`src/bounded_edit_distance_defines.svh`:
```
// Assertion macros shared by the bounded edit distance block.
// Expects clk and rst_n to be visible where a macro is used.
`ifndef BOUNDED_EDIT_DISTANCE_DEFINES_SVH
`define BOUNDED_EDIT_DISTANCE_DEFINES_SVH

// Antecedent implies consequent in the same cycle.
`define BED_ASSERT_SAME(lbl, ante, cons, msg) \
    lbl: assert property (@(posedge clk) disable iff (!rst_n) (ante) |-> (cons)) \
        else $error(msg);

// Antecedent implies consequent in the next cycle.
`define BED_ASSERT_NEXT(lbl, ante, cons, msg) \
    lbl: assert property (@(posedge clk) disable iff (!rst_n) (ante) |=> (cons)) \
        else $error(msg);

`endif

```
`src/bed_pkg.sv`:
```
// Shared constants, codes and types for the bounded edit distance block.
// No dependencies.
package bed_pkg;

    localparam int MAX_LEN = 32;
    localparam int LEN_W   = $clog2(MAX_LEN + 1);
    localparam int ADDR_W  = (MAX_LEN > 1) ? $clog2(MAX_LEN) : 1;
    localparam int CHAR_W  = 8;
    localparam int CELL_W  = $clog2(MAX_LEN + 2);
    localparam int THR_W   = 5;
    localparam int DIST_W  = 6;
    localparam int CMD_W   = 2;

    localparam logic [THR_W-1:0] THR_RESET = THR_W'(2);

    typedef enum logic [CMD_W-1:0] {
        CMD_APPEND_FIRST  = 2'd0,
        CMD_APPEND_SECOND = 2'd1,
        CMD_COMPARE       = 2'd2,
        CMD_UNUSED        = 2'd3
    } bed_cmd_t;

    typedef enum logic [1:0] {
        ST_IDLE,
        ST_LOAD,
        ST_RUN,
        ST_FINISH
    } bed_state_t;

endpackage

```
`src/bounded_edit_distance.sv`:
```
// Top level of the bounded edit distance block: word storage, row walker and result.
// Depends on bed_pkg, bed_ram and bounded_edit_distance_defines.svh.
`include "bounded_edit_distance_defines.svh"

// An append beat (command 0 or 1) is taken at once and busy stays low. A compare
// walks the matrix one row at a time, with a load step before each row and then
// one column per cycle, out of a row memory with a registered read. Busy stays
// high until the last row is walked or a row lies wholly above the threshold (only
// a finish step when either word is empty), and the result follows in the cycle
// after the last busy cycle. The result is shown for exactly one cycle with
// result_valid high and must be taken then; busy is already low in that cycle.
module bounded_edit_distance
    import bed_pkg::*;
(
    input  logic              clk,
    input  logic              rst_n,
    input  logic              start,
    output logic              busy,
    input  logic [CMD_W-1:0]  command,
    input  logic [CHAR_W-1:0] char_byte,
    input  logic              cfg_we,
    input  logic [THR_W-1:0]  cfg_wdata,
    output logic              result_valid,
    output logic [DIST_W-1:0] distance,
    output logic              exceeded,
    output logic              truncated
);

    bed_state_t        state_reg, state_next;
    logic [LEN_W-1:0]  len1_reg, len1_next;
    logic [LEN_W-1:0]  len2_reg, len2_next;
    logic              overflow_reg, overflow_next;
    logic [THR_W-1:0]  thr_reg;
    logic [LEN_W-1:0]  row_reg, row_next;
    logic [LEN_W-1:0]  col_reg, col_next;
    logic [CELL_W-1:0] left_reg, left_next;
    logic [CELL_W-1:0] diag_reg, diag_next;
    logic              all_above_reg, all_above_next;
    logic              stop_reg, stop_next;
    logic              valid_reg, valid_next;
    logic [DIST_W-1:0] dist_reg, dist_next;
    logic              exc_reg, exc_next;
    logic              trunc_reg, trunc_next;

    logic              accept;
    logic              row_end;
    logic              cmp_empty;

    logic              w1_we, w2_we, w1_re, w2_re, pr_we, pr_re;
    logic [ADDR_W-1:0] w1_waddr, w2_waddr, w2_raddr, pr_waddr, pr_raddr;
    logic [CHAR_W-1:0] w1_rdata, w2_rdata;
    logic [CELL_W-1:0] pr_rdata;

    logic [CELL_W-1:0] up, cand_up, cand_left, cand_diag, cell_cost, cell_min;

    bed_ram #(.WIDTH(CHAR_W), .DEPTH(MAX_LEN)) u_first_word (
        .clk   (clk),
        .we    (w1_we),
        .waddr (w1_waddr),
        .wdata (char_byte),
        .re    (w1_re),
        .raddr (ADDR_W'(row_reg - LEN_W'(1))),
        .rdata (w1_rdata)
    );

    bed_ram #(.WIDTH(CHAR_W), .DEPTH(MAX_LEN)) u_second_word (
        .clk   (clk),
        .we    (w2_we),
        .waddr (w2_waddr),
        .wdata (char_byte),
        .re    (w2_re),
        .raddr (w2_raddr),
        .rdata (w2_rdata)
    );

    // Column j of the working row lives at address j - 1; column 0 is row_reg itself.
    bed_ram #(.WIDTH(CELL_W), .DEPTH(MAX_LEN)) u_prev_row (
        .clk   (clk),
        .we    (pr_we),
        .waddr (pr_waddr),
        .wdata (cell_cost),
        .re    (pr_re),
        .raddr (pr_raddr),
        .rdata (pr_rdata)
    );

    assign accept    = start && !busy;
    assign busy      = (state_reg != ST_IDLE);
    assign row_end   = (col_reg == len2_reg);
    assign cmp_empty = (len1_reg == '0) || (len2_reg == '0);

    // The first row has never been written: its upper neighbour is the column index.
    assign up        = (row_reg == LEN_W'(1)) ? CELL_W'(col_reg) : pr_rdata;
    assign cand_up   = up + CELL_W'(1);
    assign cand_left = left_reg + CELL_W'(1);
    assign cand_diag = diag_reg + CELL_W'((w1_rdata != w2_rdata) ? 1 : 0);
    assign cell_min  = (cand_up < cand_left) ? cand_up : cand_left;
    assign cell_cost = (cell_min < cand_diag) ? cell_min : cand_diag;

    // Next state.
    always_comb
    begin
        state_next = state_reg;
        case (state_reg)
            ST_IDLE:
            begin
                if (accept && (command == CMD_COMPARE))
                begin
                    state_next = cmp_empty ? ST_FINISH : ST_LOAD;
                end
            end
            ST_LOAD:
            begin
                state_next = ST_RUN;
            end
            ST_RUN:
            begin
                if (row_end)
                begin
                    if ((all_above_reg && (cell_cost > thr_reg)) || (row_reg == len1_reg))
                    begin
                        state_next = ST_FINISH;
                    end
                    else
                    begin
                        state_next = ST_LOAD;
                    end
                end
            end
            ST_FINISH:
            begin
                state_next = ST_IDLE;
            end
            default:
            begin
                state_next = ST_IDLE;
            end
        endcase
    end

    // Memory controls and datapath.
    always_comb
    begin
        len1_next      = len1_reg;
        len2_next      = len2_reg;
        overflow_next  = overflow_reg;
        row_next       = row_reg;
        col_next       = col_reg;
        left_next      = left_reg;
        diag_next      = diag_reg;
        all_above_next = all_above_reg;
        stop_next      = stop_reg;
        valid_next     = 1'b0;
        dist_next      = dist_reg;
        exc_next       = exc_reg;
        trunc_next     = trunc_reg;
        w1_we          = 1'b0;
        w2_we          = 1'b0;
        w1_re          = 1'b0;
        w2_re          = 1'b0;
        pr_we          = 1'b0;
        pr_re          = 1'b0;
        w1_waddr       = len1_reg[ADDR_W-1:0];
        w2_waddr       = len2_reg[ADDR_W-1:0];
        w2_raddr       = ADDR_W'(col_reg);
        pr_raddr       = ADDR_W'(col_reg);
        pr_waddr       = ADDR_W'(col_reg - LEN_W'(1));

        case (state_reg)
            ST_IDLE:
            begin
                if (accept)
                begin
                    case (command)
                        CMD_APPEND_FIRST:
                        begin
                            if (len1_reg < LEN_W'(MAX_LEN))
                            begin
                                w1_we     = 1'b1;
                                len1_next = len1_reg + LEN_W'(1);
                            end
                            else
                            begin
                                overflow_next = 1'b1;
                            end
                        end
                        CMD_APPEND_SECOND:
                        begin
                            if (len2_reg < LEN_W'(MAX_LEN))
                            begin
                                w2_we     = 1'b1;
                                len2_next = len2_reg + LEN_W'(1);
                            end
                            else
                            begin
                                overflow_next = 1'b1;
                            end
                        end
                        CMD_COMPARE:
                        begin
                            row_next  = LEN_W'(1);
                            stop_next = 1'b0;
                            // With an empty word the distance is the other word's length.
                            left_next = (len2_reg == '0) ? CELL_W'(len1_reg)
                                                         : CELL_W'(len2_reg);
                        end
                        default:
                        begin
                        end
                    endcase
                end
            end
            ST_LOAD:
            begin
                // Fetch this row's character and the first column's operands.
                w1_re          = 1'b1;
                w2_re          = 1'b1;
                pr_re          = 1'b1;
                w2_raddr       = '0;
                pr_raddr       = '0;
                col_next       = LEN_W'(1);
                left_next      = CELL_W'(row_reg);
                diag_next      = CELL_W'(row_reg - LEN_W'(1));
                all_above_next = 1'b1;
            end
            ST_RUN:
            begin
                pr_we          = 1'b1;
                left_next      = cell_cost;
                diag_next      = up;
                all_above_next = all_above_reg && (cell_cost > thr_reg);
                if (row_end)
                begin
                    stop_next = all_above_reg && (cell_cost > thr_reg);
                    row_next  = row_reg + LEN_W'(1);
                end
                else
                begin
                    w2_re    = 1'b1;
                    pr_re    = 1'b1;
                    col_next = col_reg + LEN_W'(1);
                end
            end
            ST_FINISH:
            begin
                valid_next    = 1'b1;
                dist_next     = stop_reg ? (DIST_W'(thr_reg) + DIST_W'(1))
                                         : DIST_W'(left_reg);
                exc_next      = stop_reg;
                trunc_next    = overflow_reg;
                len1_next     = '0;
                len2_next     = '0;
                overflow_next = 1'b0;
            end
            default:
            begin
            end
        endcase
    end

    always_ff @(posedge clk or negedge rst_n)
    begin
        if (!rst_n)
        begin
            state_reg    <= ST_IDLE;
            len1_reg     <= '0;
            len2_reg     <= '0;
            overflow_reg <= 1'b0;
            thr_reg      <= THR_RESET;
            valid_reg    <= 1'b0;
        end
        else
        begin
            state_reg    <= state_next;
            len1_reg     <= len1_next;
            len2_reg     <= len2_next;
            overflow_reg <= overflow_next;
            valid_reg    <= valid_next;
            if (cfg_we)
            begin
                thr_reg <= cfg_wdata;
            end
        end
    end

    always_ff @(posedge clk)
    begin
        row_reg       <= row_next;
        col_reg       <= col_next;
        left_reg      <= left_next;
        diag_reg      <= diag_next;
        all_above_reg <= all_above_next;
        stop_reg      <= stop_next;
        dist_reg      <= dist_next;
        exc_reg       <= exc_next;
        trunc_reg     <= trunc_next;
    end

    assign result_valid = valid_reg;
    assign distance     = dist_reg;
    assign exceeded     = exc_reg;
    assign truncated    = trunc_reg;

    `BED_ASSERT_SAME(a_result_when_free, result_valid, !busy,
                     "result beat shown while busy")
    `BED_ASSERT_SAME(a_col_in_range, state_reg == ST_RUN,
                     (col_reg >= LEN_W'(1)) && (col_reg <= len2_reg),
                     "column walker outside the second word")
    `BED_ASSERT_SAME(a_row_in_range, state_reg == ST_LOAD,
                     (row_reg >= LEN_W'(1)) && (row_reg <= len1_reg),
                     "row walker outside the first word")
    `BED_ASSERT_NEXT(a_load_then_run, state_reg == ST_LOAD, state_reg == ST_RUN,
                     "row load not followed by the column walk")

endmodule

```
`src/bed_ram.sv`:
```
// Generic single write port, single read port RAM with registered read data.
// No dependencies.
module bed_ram #(
    parameter int WIDTH = 8,
    parameter int DEPTH = 32
) (
    input  logic                             clk,
    input  logic                             we,
    input  logic [$clog2(DEPTH)-1:0]         waddr,
    input  logic [WIDTH-1:0]                 wdata,
    input  logic                             re,
    input  logic [$clog2(DEPTH)-1:0]         raddr,
    output logic [WIDTH-1:0]                 rdata
);

    logic [WIDTH-1:0] mem_reg [DEPTH];

    always_ff @(posedge clk)
    begin
        if (we)
        begin
            mem_reg[waddr] <= wdata;
        end
        if (re)
        begin
            rdata <= mem_reg[raddr];
        end
    end

endmodule
```
`config.mk`:
```
export PLATFORM = sky130hd
export DESIGN_NAME = bounded_edit_distance
export DESIGN_NICKNAME = d
export VERILOG_FILES = /design/src/bed_pkg.sv /design/src/bounded_edit_distance.sv /design/src/bed_ram.sv
export VERILOG_INCLUDE_DIRS = /design/src /design/src/src
export SDC_FILE = /design/constraint.sdc
export NUM_CORES = 1
export LEC_CHECK = 0
export ABC_AREA = 1
export BUFFER_PORTS_ARGS = -buffer_cell sky130_fd_sc_hd__buf_2
export CORE_ASPECT_RATIO = 1.1
export CORE_UTILIZATION = 40
export CTS_BUF_LIST = sky130_fd_sc_hd__clkbuf_8
export DETAILED_ROUTE_END_ITERATION = 8
export SLEW_MARGIN = 30
export SYNTH_ARGS = -nofsm -noshare
export SYNTH_HDL_FRONTEND = slang
export SYNTH_SLANG_ARGS = --single-unit
```
`constraint.sdc`:
```
create_clock -name clk -period 7.4 [get_ports clk]
set_clock_uncertainty 0.1 [all_clocks]
set_input_delay 0.74 -clock clk [delete_from_list [all_inputs] [get_ports clk]]
set_output_delay 0.74 -clock clk [all_outputs]
set_load 0.01 [all_outputs]
```
==> impl_metrics.ini <==
[final_layout]
nNetsFinal = 2614
seqCellArea_mm2 = 0.0233
fin_util = 0.448
mostFrequentLayoutCell = edfxtp_1
multi_input_area_mm2 = 0.00853
layout-drive-gt1-share = 0.0922
area_growth_pct = 10.5
layout_common_cells = 760 x edfxtp_1, 558 x nor2_1, 213 x o21ai_0, 139 x nand2_1, 123 x inv_1
final_area_mm2 = 0.0362
fill_cells = 7295

[floorplanning]
start_util = 0.406
core-area_mm2 = 0.0807
pin_count = 29
die-area_mm2 = 0.0830
dieWidth_um = 275
dieHeight_um = 302
num_rows = 109

[critical_path]
critical_path_class = flip-flop to flip-flop
cpMostUsedCell = nand2_1
worst-path-buf-inv = 4
cp_top_family = simple AND/OR/NAND/NOR gates
crit_slowest_cell = edfxtp_1
cp_slowest_stage_delay_ns = 0.43
worstPathMaxFanout = 33
crit_path_end_kind = flip-flop
worstPathArrival_ns = 6.68
startpoint_type = flip-flop
crit_required_ns = 7.78

[global_route]
grt_pass1_wl_um = 120000
grt_use_total = 0.187
grt_pass1_vias = 20500
grt-ovfl-total = 0
antenna_found_initial = 1
grt_max_degree = 136

[pwr]
total_power_mw = 17.2
ir_drop_uv = 900
power_leakage_nw = 12.0
p_per_area_mw_per_mm2 = 476

[routing]
drc_errors = 0
ant_nets = 0
first_iter_violations = 1856
drt-total-wl_um = 78000
vias = 20600
drtPass1Iterations = 8
routedWlPerCell_um = 21.0
vias_per_cell = 5.54

[logic_synthesis]
ys_ff_latch = 781
seq_area_frac_synth = 0.713
syn_area_mm2 = 0.0328
netlist.area_leader.share = 0.697
synthDistinctLibCells = 55
synth_top_family_by_area = compound AO/OA/AOI/OAI gates
syn_nets = 2583
synth-xor-area-share = 0.00775
synth.area.top_cells = edfxtp_1 70%, nor2_1 6.5%, o21ai_0 3.3%
synth_edf_count = 760
async_reset_ff_frac = 0.0269
synth_cells = 2524
ys_warn_count = 0
synth_compound_area_frac = 0.131
postSynthAreaPerCell_um2 = 13.0
muxShareOfSynthArea = 0.00978
synth-simple-area-share = 0.0948
synth_top_area_cell = edfxtp_1
synthFlopType = edfxtp_1
synthAdderAreaFrac = 0.0153

[clock_network]
tritoncts = yes
insertion_delay_ns = 0.77
cts_max_path_buffers = 3
tritoncts.num_buffers = 120
clkSinkCount = 781
htree_levels = 3
cts-root-buf = clkbuf_8
path_clk_slew_ns = 0.06

[placed_design]
gp_congestion = 0.886
post-dp-hpwl_um = 46000
port_buffers = 28
placed_cell_area_mm2 = 0.0339

[sta]
slew_headroom = 0.345
rsz0062_at_grt = no
fin_crit_ns = 6.31
fin_crit_sh = 0.852
worst_pin_slew_ns = 0.972
hold_violations = 0
setup_viol = 0
fin_setup_tns_ns = 0
slew_viol_final = 0
fmax_mhz = 159
whs_ns = 0.119

[worst_hold_path]
hold_class = input pin to flip-flop

[status]
status = completed

[flow_run]
maxCapViolCount = 0
-- final timing paths --
check                                               from                     endpoint  slack [ns]  cells past startpoint
worst min register to register  overflow_reg$_DFFE_PN0P_          truncated$_DFFE_PP_        0.38                      0
worst max-delay path            row_reg[1]$_SDFFCE_PN0P_  all_above_reg$_SDFFCE_PN1N_        1.09                     33
max in group asynchronous                          rst_n       thr_reg[0]$_DFFE_PN0P_        6.38                      2
min in group asynchronous                          rst_n      len2_reg[5]$_DFFE_PN0P_        0.41                      2
worst min-delay path                        cfg_wdata[0]       thr_reg[0]$_DFFE_PN0P_        0.12                      3
worst max register to register  row_reg[1]$_SDFFCE_PN0P_  all_above_reg$_SDFFCE_PN1N_        1.09                     33
-- synth_stat cells, drive strengths merged, types with 10 or more instances --
library cell / count
edfxtp: 760
nor2: 566
o21ai: 220
nand2: 150
clkbuf: 138
o211ai: 91
o32ai: 88
inv: 82
o21bai: 56
o311ai: 56
ha: 40
nand3: 37
mux2i: 32
o221ai: 32
a21oi: 31
a31oi: 25
dfrtp: 20
xor2: 19
buf: 17
xnor2: 10
-- worst reg2reg max path: cells and delay by family, from the launching register on --
kind                     cells  cell delay, ns
XOR/XNOR                     1            0.15
AND/OR/NAND/NOR             15            1.62
adder cells (fa/ha/maj)      5            1.51
buffers and inverters        4            0.68
flip-flops                   1            0.43
AO/OA/AOI/OAI                8            1.56
-- per-layer routing --
| layer | routed length [um] | track usage |
|---|---|---|
| met1 | 33200 | 0.244 |
| met2 | 38000 | 0.314 |
| met3 | 4470 | 0.0285 |
| met4 | 2320 | 0.0752 |
| met5 | 0 | 0 |
-- power by group --
| group | internal (mW) | switching, mW |
|---|---|---|
| clock network | 1.61 | 1.69 |
| logic | 1.97 | 5.27 |
| registers | 6.45 | 0.216 |
| total | 10.0 | 7.18 |
-- cell families after synthesis --
logic type / after synthesis
buffers and inverters: 241
adder cells (fa/ha/maj): 40
AND/OR/NAND/NOR: 776
flip-flops: 781
multiplexers: 32
XOR/XNOR: 29
AO/OA/AOI/OAI: 625
-- stage by stage --
stage | cells | setup slack, ns
detailed placement | 3485 | 1.10
global placement | 3485 | 1.22
finish | 3711 | 1.09
CTS | 3709 | 1.07
floorplan | 2524 | 1.93
global route | 3711 | 0.478
-- layout make-up --
class,count,share of cell area
Sequential cell,781,0.645
Multi-Input combinational cell,1502,0.236
Clock buffer,121,0.0460
Tap cell,1054,0.0364
Clock inverter,102,0.0147
Timing Repair Buffer,64,0.0128
Inverter,86,0.00913
Antenna cell,1,0.0000691
-- repair_timing --
item,CTS,global route
gates resized for setup,0,0
endpoints found under the hold margin,20,0
setup buffers,0,0
setup endpoints to repair,0,0
hold buffers,1,0
No activity file was read; power rests on OpenSTA's default activity.
